===== src/rtl/pnh_pkg.sv =====
// Shared types and constants for the pixel mean/scale to half-precision block.
package pnh_pkg;

	localparam int PIX_W     = 8;
	localparam int MEAN_W    = 16;
	localparam int GAIN_W    = 24;
	localparam int CFG_W     = 24;
	localparam int CFG_IDX_W = 2;
	localparam int DIFF_W    = MEAN_W + 1;
	localparam int MAG_W     = MEAN_W + GAIN_W;
	localparam int TOP_W     = 6;
	localparam int HALF_W    = 16;
	localparam int EXP_W     = 5;
	localparam int MANT_W    = 10;
	localparam int FRAC_BITS = 24;
	localparam int EXP_BIAS  = 15;
	localparam int MIN_TOP   = FRAC_BITS - 14;
	localparam int OVF_TOP   = FRAC_BITS + 16;

	localparam logic [HALF_W-2:0] HALF_MAX_FINITE = 15'h7bff;
	localparam logic [GAIN_W-1:0] GAIN_RESET      = 24'h010000;

	typedef enum logic [CFG_IDX_W-1:0] {
		CFG_MEAN_RED   = 2'd0,
		CFG_MEAN_GREEN = 2'd1,
		CFG_MEAN_BLUE  = 2'd2,
		CFG_GAIN       = 2'd3
	} cfg_idx_t;

	typedef struct packed {
		logic s1;
		logic s2;
		logic s3;
	} stage_en_t;

endpackage


===== src/rtl/pnh_ctrl.sv =====
// Valid pipeline and per-stage load enables shared by all channel lanes.
module pnh_ctrl (
	input  logic                clk,
	input  logic                arst_n,
	input  logic                in_valid,
	output logic                in_ready,
	output logic                out_valid,
	input  logic                out_ready,
	output pnh_pkg::stage_en_t  en
);
	import pnh_pkg::*;

	logic v_s1;
	logic v_s2;
	logic v_s3;

	always_comb begin
		en.s3 = !v_s3 || out_ready;
		en.s2 = !v_s2 || en.s3;
		en.s1 = !v_s1 || en.s2;
	end

	assign in_ready  = en.s1;
	assign out_valid = v_s3;

	always_ff @(posedge clk or negedge arst_n) begin
		if (!arst_n) begin
			v_s1 <= 1'b0;
			v_s2 <= 1'b0;
			v_s3 <= 1'b0;
		end else begin
			if (en.s1) begin
				v_s1 <= in_valid;
			end
			if (en.s2) begin
				v_s2 <= v_s1;
			end
			if (en.s3) begin
				v_s3 <= v_s2;
			end
		end
	end

`ifndef ASSERT_OFF
	a_ready_low_only_when_full: assert property (@(posedge clk) disable iff (!arst_n)
		!in_ready |-> (v_s1 && v_s2 && v_s3 && !out_ready))
		else $error("input stalled while pipeline has room");

	a_accept_fills_s1: assert property (@(posedge clk) disable iff (!arst_n)
		(in_valid && in_ready) |=> v_s1)
		else $error("accepted item lost at stage 1");

	a_s1_moves_to_s2: assert property (@(posedge clk) disable iff (!arst_n)
		(v_s1 && en.s2) |=> v_s2)
		else $error("item lost between stage 1 and stage 2");
`endif

endmodule


===== src/rtl/pnh_lane.sv =====
// One channel lane: mean subtract and gain multiply, leading-one search, half packing.
module pnh_lane (
	input  logic                          clk,
	input  pnh_pkg::stage_en_t            en,
	input  logic [pnh_pkg::PIX_W-1:0]     pix,
	input  logic [pnh_pkg::MEAN_W-1:0]    mean,
	input  logic [pnh_pkg::GAIN_W-1:0]    gain,
	output logic [pnh_pkg::HALF_W-1:0]    half
);
	import pnh_pkg::*;

	logic [DIFF_W-1:0]  diff;
	logic               neg;
	logic [MEAN_W-1:0]  absd;
	logic [TOP_W-1:0]   top;

	logic [MAG_W-1:0]   mag_s1;
	logic               neg_s1;
	logic [MAG_W-1:0]   mag_s2;
	logic               neg_s2;
	logic               nz_s2;
	logic [TOP_W-1:0]   top_s2;
	logic [HALF_W-1:0]  half_s3;

	logic [EXP_W-1:0]   expo;
	logic [TOP_W-1:0]   shamt;
	logic [MAG_W-1:0]   shifted;
	logic [HALF_W-1:0]  packed_half;

	always_comb begin
		diff = {1'b0, pix, 8'b0} - {1'b0, mean};
		neg  = diff[DIFF_W-1];
		absd = neg ? MEAN_W'(-diff) : diff[MEAN_W-1:0];
	end

	always_ff @(posedge clk) begin
		if (en.s1) begin
			mag_s1 <= MAG_W'(absd) * MAG_W'(gain);
			neg_s1 <= neg;
		end
	end

	always_comb begin
		top = '0;
		for (int i = 0; i < MAG_W; i++) begin
			if (mag_s1[i]) begin
				top = TOP_W'(i);
			end
		end
	end

	always_ff @(posedge clk) begin
		if (en.s2) begin
			mag_s2 <= mag_s1;
			neg_s2 <= neg_s1;
			nz_s2  <= |mag_s1;
			top_s2 <= top;
		end
	end

	always_comb begin
		expo    = EXP_W'(top_s2 - TOP_W'(FRAC_BITS - EXP_BIAS));
		shamt   = top_s2 - TOP_W'(MANT_W);
		shifted = mag_s2 >> shamt;
		priority if (!nz_s2) begin
			packed_half = '0;
		end else if (top_s2 < TOP_W'(MIN_TOP)) begin
			packed_half = {neg_s2, {(HALF_W-1){1'b0}}};
		end else if (top_s2 >= TOP_W'(OVF_TOP)) begin
			packed_half = {neg_s2, HALF_MAX_FINITE};
		end else begin
			packed_half = {neg_s2, expo, shifted[MANT_W-1:0]};
		end
	end

	always_ff @(posedge clk) begin
		if (en.s3) begin
			half_s3 <= packed_half;
		end
	end

	assign half = half_s3;

endmodule


===== src/rtl/pixel_normalize_to_half.sv =====
// Top level: BGR pixel mean/scale normalization to three IEEE half words.
//
// Input channel: in_valid/in_ready carry one pixel (pixel_blue, pixel_green,
// pixel_red). Output channel: out_valid/out_ready carry half_red, half_green
// and half_blue of the same pixel as one item.
// Configuration: cfg_we writes cfg_data into register cfg_index (0 mean_red,
// 1 mean_green, 2 mean_blue, 3 gain). Write only while no item is in flight.
// Path: each item passes the multiply, leading-one search and pack/output
// registers in turn before out_valid rises. Throughput: one pixel per cycle
// unless out_ready stalls the output; the three channel lanes run side by
// side, each a three-stage pipeline.
// Reset: means clear to 0, gain returns to 1.0, the pipeline empties.
// Stall: while out_ready is low the held result stays; the stages behind it
// keep filling bubbles, and in_ready falls only once all three are full.
module pixel_normalize_to_half (
	input  logic                              clk,
	input  logic                              arst_n,
	input  logic                              cfg_we,
	input  logic [pnh_pkg::CFG_IDX_W-1:0]     cfg_index,
	input  logic [pnh_pkg::CFG_W-1:0]         cfg_data,
	input  logic                              in_valid,
	output logic                              in_ready,
	input  logic [pnh_pkg::PIX_W-1:0]         pixel_blue,
	input  logic [pnh_pkg::PIX_W-1:0]         pixel_green,
	input  logic [pnh_pkg::PIX_W-1:0]         pixel_red,
	output logic                              out_valid,
	input  logic                              out_ready,
	output logic [pnh_pkg::HALF_W-1:0]        half_red,
	output logic [pnh_pkg::HALF_W-1:0]        half_green,
	output logic [pnh_pkg::HALF_W-1:0]        half_blue
);
	import pnh_pkg::*;

	logic [MEAN_W-1:0] mean_red_q;
	logic [MEAN_W-1:0] mean_green_q;
	logic [MEAN_W-1:0] mean_blue_q;
	logic [GAIN_W-1:0] gain_q;
	cfg_idx_t          idx;
	stage_en_t         en;

	assign idx = cfg_idx_t'(cfg_index);

	always_ff @(posedge clk or negedge arst_n) begin
		if (!arst_n) begin
			mean_red_q   <= '0;
			mean_green_q <= '0;
			mean_blue_q  <= '0;
			gain_q       <= GAIN_RESET;
		end else if (cfg_we) begin
			unique case (idx)
				CFG_MEAN_RED:   mean_red_q   <= cfg_data[MEAN_W-1:0];
				CFG_MEAN_GREEN: mean_green_q <= cfg_data[MEAN_W-1:0];
				CFG_MEAN_BLUE:  mean_blue_q  <= cfg_data[MEAN_W-1:0];
				CFG_GAIN:       gain_q       <= cfg_data[GAIN_W-1:0];
			endcase
		end
	end

	pnh_ctrl u_ctrl (
		.clk       (clk),
		.arst_n    (arst_n),
		.in_valid  (in_valid),
		.in_ready  (in_ready),
		.out_valid (out_valid),
		.out_ready (out_ready),
		.en        (en)
	);

	pnh_lane u_lane_red (
		.clk  (clk),
		.en   (en),
		.pix  (pixel_red),
		.mean (mean_red_q),
		.gain (gain_q),
		.half (half_red)
	);

	pnh_lane u_lane_green (
		.clk  (clk),
		.en   (en),
		.pix  (pixel_green),
		.mean (mean_green_q),
		.gain (gain_q),
		.half (half_green)
	);

	pnh_lane u_lane_blue (
		.clk  (clk),
		.en   (en),
		.pix  (pixel_blue),
		.mean (mean_blue_q),
		.gain (gain_q),
		.half (half_blue)
	);

`ifndef ASSERT_OFF
	a_gain_reset: assert property (@(posedge clk)
		$rose(arst_n) |-> (gain_q == GAIN_RESET))
		else $error("gain not at unity after reset");

	a_cfg_gain_write: assert property (@(posedge clk) disable iff (!arst_n)
		(cfg_we && idx == CFG_GAIN) |=> (gain_q == $past(cfg_data)))
		else $error("gain write not taken");

	a_cfg_mean_hold: assert property (@(posedge clk) disable iff (!arst_n)
		!cfg_we |=> $stable(mean_red_q) && $stable(mean_green_q) && $stable(mean_blue_q))
		else $error("mean changed without a write");
`endif

endmodule


===== config.mk =====
export PLATFORM = sky130hd
export DESIGN_NAME = pixel_normalize_to_half
export DESIGN_NICKNAME = d
export VERILOG_FILES = /design/src/rtl/pnh_pkg.sv /design/src/rtl/pnh_ctrl.sv /design/src/rtl/pnh_lane.sv /design/src/rtl/pixel_normalize_to_half.sv
export SDC_FILE = /design/constraint.sdc
export NUM_CORES = 2
export LEC_CHECK = 0
export ABC_AREA = 1
export BUFFER_PORTS_ARGS = -buffer_cell sky130_fd_sc_hd__buf_2
export CAP_MARGIN = 20
export CORE_AREA = 2 2 312 314
export CTS_BUF_LIST = sky130_fd_sc_hd__clkbuf_4
export DETAILED_ROUTE_END_ITERATION = 7
export DIE_AREA = 0 0 314 316
export GPL_TIMING_DRIVEN = 0
export HOLD_SLACK_MARGIN = 0.06
export PLACE_DENSITY = 0.76
export SETUP_SLACK_MARGIN = 0.3
export SYNTH_ARGS = -nofsm -noshare
export SYNTH_HDL_FRONTEND = slang
export SYNTH_SLANG_ARGS = --single-unit

===== constraint.sdc =====
create_clock -name clk -period 11.35 [get_ports clk]
set_input_delay 1.135 -clock clk [delete_from_list [all_inputs] [get_ports clk]]
set_output_delay 1.135 -clock clk [all_outputs]
set_load 0.005 [all_outputs]

==> results.sh <==
export IMPL_synth_edf_count=315
export IMPL_cts_tree="built"
export IMPL_cts_sinks=390
export IMPL_overflow=0
export IMPL_yosysSeqAreaShare_pct=19.8
export IMPL_slew_headroom_pct=16.7
export IMPL_outcome="finished clean"
export IMPL_die_x_um=314
export IMPL_wl_per_cell_um=20.6
export IMPL_gr_usage_all_layers_pct=36.6
export IMPL_antenna_found_initial=12
export IMPL_drv_cap=0
export IMPL_required_ps=12020
export IMPL_final_nets=8507
export IMPL_critPathBufInv=13
export IMPL_final_hold_viol_count=0
export IMPL_tightest_slew_ps=1250
export IMPL_clk_latency_ps=1030
export IMPL_clockBufferDepth=3
export IMPL_netlist_top_cell_by_area="fa_1"
export IMPL_synth_warnings=0
export IMPL_synth_net_count=8274
export IMPL_critical_path_most_common_cell="nand2_1"
export IMPL_critPathSlowestCell="fa_1"
export IMPL_rsz0062_at_grt="yes"
export IMPL_crit_type="register to register"
export IMPL_synthFlopType="edfxtp_1"
export IMPL_synthDistinctLibCells=64
export IMPL_syn_avg_cell_area_um2=8.27
export IMPL_r2r_end="u_lane_green.mag_s1[39]$_DFFE_PP_"
export IMPL_crit_fanout=10
export IMPL_grt_pass1_vias=48200
export IMPL_port_buffers=104
export IMPL_hpwlAfterDp_um=145000
export IMPL_crit_path_end="u_lane_green.mag_s1[39]$_DFFE_PP_"
export IMPL_die_h_um=316
export IMPL_grt_max_degree=97
export IMPL_core_area_mm2=0.0960
export IMPL_ctsHtreeMaxLevel=3
export IMPL_crit_start="mean_green_q[0]$_DFFE_PN0P_"
export IMPL_fin_crit_ps=10630
export IMPL_ys_seq_elements=390
export IMPL_io_pins=105
export IMPL_post_synth_top_count_cell="nand2_1"
export IMPL_ant_nets=0
export IMPL_multi_input_area_mm2=0.0390
export IMPL_vias=47600
export IMPL_worst_clock_skew_ps=135
export IMPL_netlist_instances=6926
export IMPL_hold_path_class="register to register"
export IMPL_fillCellCount=8403
export IMPL_firstDrtPassIters=6
export IMPL_die_area_mm2=0.0992
export IMPL_cts_root_buffer="clkbuf_4"
export IMPL_totalWireLength_um=175000
export IMPL_endpoint_kind="register"
export IMPL_critPathTopFamily="adder cells"
export IMPL_cp_depth=53
export IMPL_place_congestion=1.01
export IMPL_synth_top_cell_area_share_pct=32.1
export IMPL_async_flop_share_pct=19.2
export IMPL_drive_gt1_share_pct=6.86
export IMPL_routed_via_density=5.60
export IMPL_grt_pass1_wl_um=272000
export IMPL_start_kind="register"
export IMPL_regToRegStartpoint="mean_green_q[0]$_DFFE_PN0P_"
export IMPL_max_freq_mhz=94.1
export IMPL_seq_area_mm2=0.0113
export IMPL_reg2reg_slack_ps=720
export IMPL_setup_viol=0
export IMPL_rows=114
export IMPL_route_detailed_drc=0
export IMPL_area_growth_pct=7.11
export IMPL_cts_reportedPaths_clkPinSlew_ps=60
export IMPL_dr_first_iter_drc_count=4423
export IMPL_post_route_util_pct=63.9
export IMPL_fin_crit_sh_pct=93.6
export IMPL_critical_path_arrival_ps=11300
export IMPL_synth_area_mm2=0.0573
export IMPL_reg2regPathDepth=53
export IMPL_synthTopCellsByCount="nand2_1, inv_1, fa_1"
export IMPL_drv_slew=0
export IMPL_synth_area_leaders="fa_1, edfxtp_1, nand2_1, inv_1, ha_1"
export IMPL_slowest_delay_ps=540
export IMPL_cts_buffers=103
export IMPL_initial_utilization_pct=59.6
==> worst min-delay path by stage <==
stage | startpoint | to | slack, ps | cells past startpoint
2_1_floorplan | u_lane_blue.neg_s1$_DFFE_PP_ | u_lane_blue.neg_s2$_DFFE_PP_ | 400 | 0
3_3_place_gp | u_lane_red.neg_s1$_DFFE_PP_ | u_lane_red.neg_s2$_DFFE_PP_ | 410 | 0
3_5_place_dp | u_lane_red.neg_s1$_DFFE_PP_ | u_lane_red.neg_s2$_DFFE_PP_ | 410 | 0
4_1_cts | in_valid | u_ctrl.v_s1$_DFFE_PN0P_ | 320 | 3
5_1_grt | in_valid | u_ctrl.v_s1$_DFFE_PN0P_ | 350 | 3
6_report | u_lane_green.mag_s1[8]$_DFFE_PP_ | u_lane_green.mag_s2[8]$_DFFE_PP_ | 400 | 0
==> flip-flops by register name (all words and copies together) (netlist names), 6 cells and up <==
name                 count
u_lane_green.mag_s2     40
mean_green_q            16
mean_red_q              16
u_lane_blue.mag_s2      40
u_lane_red.top_s2        6
u_lane_blue.half        16
mean_blue_q             16
u_lane_blue.mag_s1      40
u_lane_red.half         16
u_lane_red.mag_s1       40
u_lane_green.mag_s1     40
u_lane_red.mag_s2       40
gain_q                  24
u_lane_blue.top_s2       6
u_lane_green.top_s2      6
u_lane_green.half       16
==> cell usage in the layout (no fill, tap or decap), types with 18 or more instances in the layout <==
cell and count:
dfrtp_1 74, buf_2 159, mux2i_1 40, inv_1 1531, or2_2 24, xnor2_1 60, nor2_1 535, o21ai_0 285
inv_2 29, clkbuf_4 148, nand4_1 24, edfxtp_1 315, ha_1 375, o22ai_1 21, a21oi_1 238, clkbuf_1 199
a31oi_1 22, nand3_1 149, o21ai_1 18, nand2_2 21, xor2_1 103, clkinv_1 36, o211ai_1 32, nand2_1 1639
fa_1 918
==> area by class of cell <==
cell class	count	share of cell area (%)
multi-input cells	4671	63.6
flip-flops and latches	390	18.5
clock inverters	36	0.345
well taps	1276	2.60
inverters	1573	9.64
diodes	7	0.0286
plain buffers	292	2.07
repair buffers	128	1.47
clock buffers	141	1.73
==> kinds of logic (layout without fill, tap and decap cells) <==
group,count (synthesis),in the layout,synth area share (%)
simple gates,2465,2465,17.2
buf+inv,1865,2170,12.5
fa+ha+maj,1293,1293,40.3
compound gates,696,696,6.78
flops,390,390,19.8
xor+xnor,177,177,2.73
mux,40,40,0.699
other cells,0,7,0
==> per-stage QoR <==
stage	cell area (um2)	std cells	setup WS, ps	hold slack, ps	setup TNS (ps)
final	61300	8514	722	403	0
after global routing	61300	8512	200	350	0
after CTS	60900	8496	339	322	0
after detailed placement	59600	8318	-393	408	-1330
after global placement	59400	8306	-250	406	-410
after floorplan	57300	6926	2560	400	0
==> timing repair <==
item	CTS	global route
gates cloned	0	0
pin swaps	0	2
endpoints found under the setup margin	17	21
endpoints found under the hold margin	13	0
gates resized for setup	13	66
setup buffers	0	3
hold buffers	1	0
==> metal layers <==
metal  vias to the layer above  GRT usage [%]  part of all wire (%)
met4                         6           19.6                   5.9
met5                         -              0                 0.049
met3                       513           11.5                    12
met1                     23200           47.3                    38
li1                      21400              -                     -
met2                      2519           55.3                    44
Power is left out: the tool's default activity adds up to more than one toggle a clock period on the data nets, which glitch-free logic cannot reach.
